==> src/hw/rtl/odo_pkg.sv <==
// Shared types, constants and tables for the two-wheel odometry block.
// Used by every module under hw/rtl; it depends on nothing else.
`timescale 1ns / 1ps

package odo_pkg;

  localparam int CORDIC_STEPS_DEF = 16;
  localparam int ATAN_DEPTH       = 24;

  // Fixed-point widths of the datapath.
  localparam int MUL_A_W = 36;
  localparam int MUL_B_W = 26;
  localparam int PROD_W  = MUL_A_W + MUL_B_W;
  localparam int ACC_W   = 64;
  localparam int POS_W   = 40;
  localparam int TRIG_W  = 26;

  localparam logic signed [MUL_B_W-1:0] TWO_PI_Q16 = 26'sd411775;
  localparam logic signed [33:0] CORDIC_GAIN_Q30 = 34'sd652032874;
  localparam logic signed [POS_W-1:0] POS_MAX = 40'sh7F_FFFF_FFFF;
  localparam logic signed [POS_W-1:0] POS_MIN = 40'sh80_0000_0000;

  // Configuration register indexes.
  localparam logic [2:0] CFG_RADIUS_A     = 3'd0;
  localparam logic [2:0] CFG_RADIUS_B     = 3'd1;
  localparam logic [2:0] CFG_COS_A        = 3'd2;
  localparam logic [2:0] CFG_SIN_A        = 3'd3;
  localparam logic [2:0] CFG_COS_B        = 3'd4;
  localparam logic [2:0] CFG_SIN_B        = 3'd5;
  localparam logic [2:0] CFG_INV_SIN_DIFF = 3'd6;

  typedef enum logic [1:0] {
    ST_IDLE,
    ST_RUN,
    ST_FINISH
  } odo_state_t;

  typedef enum logic [1:0] {
    MAC_LOAD,
    MAC_ADD,
    MAC_SUB,
    MAC_HOLD
  } mac_mode_t;

  // One operation for the shared multiply-accumulate unit.
  typedef struct packed {
    logic signed [MUL_A_W-1:0] a;
    logic signed [MUL_B_W-1:0] b;
    logic                      shft;
    mac_mode_t                 mode;
  } mac_op_t;

  typedef struct packed {
    logic issue;
    logic apply;
  } mac_ctl_t;

  // Arctangent of 2^-i at 2^32 per turn.
  function automatic logic [29:0] atan_q32(input logic [4:0] i);
    logic [29:0] v;
    case (i)
      5'd0:  v = 30'h20000000;
      5'd1:  v = 30'h12E4051E;
      5'd2:  v = 30'h09FB385B;
      5'd3:  v = 30'h051111D4;
      5'd4:  v = 30'h028B0D43;
      5'd5:  v = 30'h0145D7E1;
      5'd6:  v = 30'h00A2F61E;
      5'd7:  v = 30'h00517C55;
      5'd8:  v = 30'h0028BE53;
      5'd9:  v = 30'h00145F2F;
      5'd10: v = 30'h000A2F98;
      5'd11: v = 30'h000517CC;
      5'd12: v = 30'h00028BE6;
      5'd13: v = 30'h000145F3;
      5'd14: v = 30'h0000A2FA;
      5'd15: v = 30'h0000517D;
      5'd16: v = 30'h000028BE;
      5'd17: v = 30'h0000145F;
      5'd18: v = 30'h00000A30;
      5'd19: v = 30'h00000518;
      5'd20: v = 30'h0000028C;
      5'd21: v = 30'h00000146;
      5'd22: v = 30'h000000A3;
      5'd23: v = 30'h00000051;
      default: v = 30'h0;
    endcase
    return v;
  endfunction

endpackage

==> src/hw/rtl/odo_mac.sv <==
// Shared multiply-accumulate unit: registered product, then accumulate.
// Depends on odo_pkg for the operation struct and widths.
`timescale 1ns / 1ps

module odo_mac (
  input  logic                            clk,
  input  odo_pkg::mac_ctl_t               ctl,
  input  odo_pkg::mac_op_t                op,
  output logic signed [odo_pkg::ACC_W-1:0] acc
);
  import odo_pkg::*;

  logic signed [PROD_W-1:0] prod;
  logic                     shft;
  mac_mode_t                mode;
  logic signed [ACC_W-1:0]  addend;
  logic signed [ACC_W-1:0]  acc_next;

  // Product stage.
  always_ff @(posedge clk) begin
    if (ctl.issue) begin
      prod <= op.a * op.b;
      shft <= op.shft;
      mode <= op.mode;
    end
  end

  // High partial products enter the sum shifted up by twenty bits.
  always_comb begin
    if (shft) begin
      addend = {prod[ACC_W-21:0], 20'b0};
    end else begin
      addend = {{(ACC_W-PROD_W){prod[PROD_W-1]}}, prod};
    end
  end

  always_comb begin
    case (mode)
      MAC_LOAD: acc_next = addend;
      MAC_ADD:  acc_next = acc + addend;
      MAC_SUB:  acc_next = acc - addend;
      default:  acc_next = acc;
    endcase
  end

  always_ff @(posedge clk) begin
    if (ctl.apply) begin
      acc <= acc_next;
    end
  end

endmodule

==> config.mk <==
export PLATFORM = sky130hd
export DESIGN_NAME = odo_mac
export DESIGN_NICKNAME = d
export VERILOG_FILES = /design/src/hw/rtl/odo_pkg.sv /design/src/hw/rtl/odo_mac.sv
export SDC_FILE = /design/constraint.sdc
export NUM_CORES = 2
export LEC_CHECK = 0
export BUFFER_PORTS_ARGS = -buffer_cell sky130_fd_sc_hd__buf_2
export CAP_MARGIN = 20
export CORE_ASPECT_RATIO = 1.4
export CORE_MARGIN = 4
export CORE_UTILIZATION = 60
export CTS_BUF_LIST = sky130_fd_sc_hd__clkbuf_2
export DETAILED_ROUTE_END_ITERATION = 10
export GPL_TIMING_DRIVEN = 0
export PLACE_DENSITY = 0.8
export SYNTH_ARGS = -nofsm -noshare
export SYNTH_HDL_FRONTEND = slang
export SYNTH_SLANG_ARGS = --single-unit
==> constraint.sdc <==
create_clock -name clk -period 8.3 [get_ports clk]
set_input_delay 1.66 -clock clk [delete_from_list [all_inputs] [get_ports clk]]
set_output_delay 1.66 -clock clk [all_outputs]
set_load 0.005 [all_outputs]
* Word-level counts from Yosys, hierarchy flattened
Cells that the tools add are included.
W data, S select, Z words.
** Cells by class
- Multiplexer cells :: 2
- Add/subtract/negate cells :: 2
- Multipliers :: 1
- Equality and inequality tests :: 2
- Reduce and logical (&&, ||, !) cells :: 3
** Operator list (number)
- $pmux W64 S3 :: 1
- $add A64 B64 Y64 :: 1
- $mux W64 :: 1
- $sub A64 B64 Y64 :: 1
- $mul A36 B26 Y62 :: 1
- $reduce_bool A3 Y1 :: 1
- $eq A2 B1 Y1 const B :: 1
- $eq A2 B2 Y1 const B :: 1
- $logic_not A2 Y1 :: 1
- $reduce_and A2 Y1 :: 1
** Storage, ports and cells
- Flip-flop bits (word level) :: 129

* Longest topological paths before layout
- Depth after elaboration :: 3
- Depth in mapped cells :: 31
- Gate-level depth less buffers :: 26

* Worst setup path after synthesis
Ideal clock, no wire load.
- Kind :: input port to flip-flop
- Start point :: in op[5] in the netlist's numbering
- End point :: reg prod[41] (data pin)
- Library setup time :: 0.195 ns
- Stages :: 25
- Path slack :: -0.132 ns
- Arrival :: 8.237 ns
- Data required time :: 8.105 ns
- Cell sequence :: clkbuf_1 clkbuf_1 nand2_1 fa_1 inv_1 fa_1 inv_1 fa_1 fa_1 inv_1 fa_1 fa_1 inv_1 fa_1 inv_1 ha_1 a21o_1 a21o_1 a211o_1 o311ai_1 a211oi_1 o21a_1 o21a_1 or4_1 o311ai_0
** On the way
- Word-level cells in the longest chain between the ends :: 1
** Ends and longest elaborated chain
- from (decl) :: line odo_mac.sv:8 : input odo_pkg::mac_op_t op,
- $mul A36 B26 Y62 :: line odo_mac.sv:22 : prod <= op.a * op.b;
- to (signal assigned) :: line odo_mac.sv:22
- to (decl) :: line odo_mac.sv:13 : logic signed [PROD_W-1:0] prod;
No other way between the ends.
A chain may end at the register's enable or synchronous reset.

* Worst setup path after layout
- Start point :: in op[28] in the netlist's numbering
- End point :: reg prod[60] (data pin)
The elaborated chain is that of the path after synthesis.

==> results.md <==
- Cells with a size suffix above 1 make up 7.51% of the layout.
- The endpoint class of the critical path is a flop.
- The maximum clock skew at final layout is between 0.06 and 0.07 ns.
- The filler cell count in the final layout is between 6,000 and 7,000.
- The setup slack of the most critical reg-to-reg path is 0.54 ns.
- Data on the critical path arrives at its endpoint at approximately 9 ns.
- The number of iterations in the first detailed-routing pass is 8.
- The port buffer count is 116.
- The part of the Yosys area used for sequential elements is about 9.0%.
- Setup violations remaining at the end of the flow were counted as 2.
- Summing the areas of all compound-gate instances in the mapped netlist gives 7.87% of the synthesized area.
- Entering global routing, the biggest net connects between 40 and 50 pins.
- After clock tree synthesis, the clock-pin slew on the worst setup and hold paths is between 0.2 and 0.25 ns.
- The synthesized netlist occupies a cell area of about 43,000 um^2.
- The average vias per placed instance is between 6 and 7.
- The first global-routing pass estimated ~230 mm of wire.
- For the pin with the worst max-slew slack, the measured transition is 1.15 ns.
- Summed over all layers, the global routing overflow is 0.
- The required time of the worst setup path is ~8.9 ns.
- The final critical path takes up 101% of the cycle.
- The hold path startpoint is prod[44]$_DFFE_PP_.
- Setup repair after global routing could not meet its margin everywhere.
- The die is between 300 and 400 um tall.
- The overall track demand over capacity in global routing is a little under 40%.
- The startpoint type of the worst setup path is a primary input.
- The worst flop-to-flop path endpoint is acc[62]$_DFFE_PP_.
- The area growth from synthesis to layout is 5.92%.
- After synthesis, the largest family of logic cells by area is adder cells.
- The remaining antenna violation count is 0.
- The register area is about 3900 um^2.
- The via count of the first global-routing pass is about 38,000.
- The least setup slack across all paths after layout is -0.117 ns.
- The number of antenna violations at the first check in global routing is 10.
- The synthesized design spends more area on one cell type than any other, namely sky130_fd_sc_hd__fa_1.
- The instance count of the mapped netlist is between 4,000 and 5,000.
- The die covers between 70,000 and 80,000 um^2.
- The worst register-to-register path begins at shft$_DFFE_PP_.
- Timing would allow up to 119 MHz.
- The simple-gate share of the synthesized area is between 10% and 20%.
- The congestion estimate from routability-driven global placement came to about 1.1.
- The hold violation count in the final report was 0.
- The maximum root-to-sink buffer count is 2.
- The level count of the clock H-tree is 4.
- The end of the worst hold path is acc[44]$_DFFE_PP_.
- Max-cap violations in this run came to 0.
- The share of flip-flops with an asynchronous set or reset is 0%.
- Clock latency on the worst-skew pair, taken at its later pin, is 0.85 ns.
- The most common cell after layout, fill and taps aside is sky130_fd_sc_hd__inv_1.
- TritonCTS built the clock tree.
- Each instance of the synthesized netlist takes up on average 9.03 um^2.
- For this block, the initial DRC count from the detailed router was 3,464.
- The cell sitting at the root of the clock tree is a sky130_fd_sc_hd__clkbuf_2.
- In this run the tightest slew margin relative to its limit is 23.1%.
- The critical path in this run is classified as primary input to flop.
- Once layout is complete, the utilization of the core stands at 64.0%.
- The wire length per cell is about 25 um.
- The adder and majority cell fraction of the synthesized area is between 50% and 60%.
- The max-slew violation count came to 0.
- In this run the count of I/O pins placed on the die edge is about 130.
- The area used by multi-input combinational logic is 34,800 um^2.
- The routed wire length is 149 mm.
- Counting the buffers created by CTS gives 17.
- The post-synthesis xor/xnor area fraction is 3.39%.
- Counting I/O delays and the setup requirement, the final critical path takes roughly 8.4 ns.
- The die boundary width is 235 um.
- The largest fanout on the critical path is 10.
- The clock sink total is ~130.
- The number of cells on the worst hold path is 2.
- The residual DRC count is 0.
- The path depth of the worst reg2reg path is 26.
- The count of flip-flops with a built-in enable after synthesis is ~130.
- The routed via count is between 30,000 and 40,000.
- The HPWL after detailed placement is between 100 and 150 mm.
- The flow ran to the end, but the final reports show violations.
- The mux share of post-synthesis cell area is between 1 and 1.5%.
- The area of the placeable core is 71,400 um^2.
- In the layout the commonest cells are 970 x sky130_fd_sc_hd__inv_1, 945 x sky130_fd_sc_hd__fa_1, 628 x sky130_fd_sc_hd__nand2_1, 397 x sky130_fd_sc_hd__and2_1, 231 x sky130_fd_sc_hd__ha_1.
- The path class of the tightest hold or removal check is flop to flop.
- The number of unique standard cell types used by synthesis is 81.
- The count of standard-cell rows is approximately 120.
- In the post-synthesis netlist, the biggest area contributors are sky130_fd_sc_hd__fa_1 44%, sky130_fd_sc_hd__edfxtp_1 9.0%, sky130_fd_sc_hd__inv_1 8.5%.
- The final reports fail on setup timing.
- The starting utilization of the core area is about three fifths.
- Yosys printed 0 warnings.
- When the netlist entered floorplanning its net count stood at 6,034.
- The main flop type after synthesis is sky130_fd_sc_hd__edfxtp_1.
- The top cell type by area accounts for between 40 and 50% of the synthesized area.
- The synthesized flop and latch total is roughly 130.
- The net count of the finished layout is 6,179.
-- final cells by class --
| type | instances | share of cell area (%) |
|---|---|---|
| multi-input cells | 3429 | 76.1 |
| flip-flops and latches | 129 | 8.47 |
| plain buffers | 251 | 2.74 |
| diodes | 11 | 0.0602 |
| well taps | 944 | 2.58 |
| inverters | 973 | 8.00 |
| repair buffers | 127 | 1.63 |
| clock buffers | 17 | 0.186 |
| clock inverters | 14 | 0.260 |
-- how the worst max path moves through the flow --
stage          cells after the start  startpoint                 end
6_report                          22      op[28]  prod[60]$_DFFE_PP_
5_1_grt                           24      op[21]  prod[60]$_DFFE_PP_
4_1_cts                           25       op[5]  prod[49]$_DFFE_PP_
3_5_place_dp                      25      op[10]  prod[58]$_DFFE_PP_
3_3_place_gp                      25      op[10]  prod[58]$_DFFE_PP_
2_1_floorplan                     25       op[8]  prod[60]$_DFFE_PP_
-- flip-flops by register name, summed over array words and instances (netlist names) --
register	cells
shft	1
mode	2
prod	62
acc	64
-- per-stage QoR --
step	worst slack, ns	TNS [ns]	cell area, um^2	std cells	hold slack [ns]
floorplan	0.00309	0	43200	4783	0.612
global placement	-2.37	-67.53	45000	5843	0.725
detailed placement	-2.32	-64.42	45100	5849	0.739
CTS	0.00476	0	45500	5883	0.731
global route	-0.119	-0.283	45700	5886	0.752
finish	-0.117	-0.124	45700	5895	0.738
-- per-layer routing --
layer / global-route usage (%) / wire length, um / up-vias
met1: 45.0 / 48900 / 17600
met3: 10.7 / 16700 / 708
met2: 63.8 / 68700 / 2350
met5: 0 / 11 / -
li1: - / - / 14900
met4: 28.5 / 14700 / 2
-- logic make-up after synthesis --
group / Yosys count
buffers and inverters: 1225
multiplexers: 61
AO/OA/AOI/OAI: 542
flip-flops: 129
XOR/XNOR: 167
adder cells (fa/ha/maj): 1183
AND/OR/NAND/NOR: 1476
-- worst max-delay path, stage by stage --
cell	delay, ns
sky130_fd_sc_hd__buf_2	0.32
sky130_fd_sc_hd__inv_1	0.28
sky130_fd_sc_hd__clkbuf_2	0.42
sky130_fd_sc_hd__nor2_1	0.28
sky130_fd_sc_hd__fa_1	0.48
sky130_fd_sc_hd__fa_1	0.46
sky130_fd_sc_hd__fa_1	0.58
sky130_fd_sc_hd__fa_1	0.45
sky130_fd_sc_hd__fa_1	0.51
sky130_fd_sc_hd__fa_1	0.45
sky130_fd_sc_hd__fa_1	0.68
sky130_fd_sc_hd__ha_1	0.36
sky130_fd_sc_hd__a21oi_1	0.21
sky130_fd_sc_hd__o21ai_0	0.11
sky130_fd_sc_hd__a21oi_1	0.27
sky130_fd_sc_hd__nor2b_1	0.20
sky130_fd_sc_hd__o21bai_1	0.13
sky130_fd_sc_hd__o31a_1	0.26
sky130_fd_sc_hd__o21ai_1	0.17
sky130_fd_sc_hd__a221o_1	0.40
sky130_fd_sc_hd__mux2i_1	0.16
sky130_fd_sc_hd__o2111ai_1	0.14
-- cells in the mapped netlist (72+ instances only) --
cell	instances
sky130_fd_sc_hd__nand2_1	628
sky130_fd_sc_hd__inv_1	972
sky130_fd_sc_hd__fa_1	951
sky130_fd_sc_hd__and2_1	398
sky130_fd_sc_hd__nor2_1	180
sky130_fd_sc_hd__xor2_1	72
sky130_fd_sc_hd__clkbuf_1	229
sky130_fd_sc_hd__o21ai_0	102
sky130_fd_sc_hd__ha_1	232
sky130_fd_sc_hd__edfxtp_1	129
sky130_fd_sc_hd__a21oi_1	189
sky130_fd_sc_hd__xnor2_1	95
-- what timing repair did --
action	CTS	global route
setup buffers	3	2
gates resized for setup	104	196
hold buffers	0	0
pin swaps	1	1
setup endpoints to repair	37	20
Power is not shown: default switching activity piles up to over one toggle a cycle in this logic, so the estimate is an artifact.
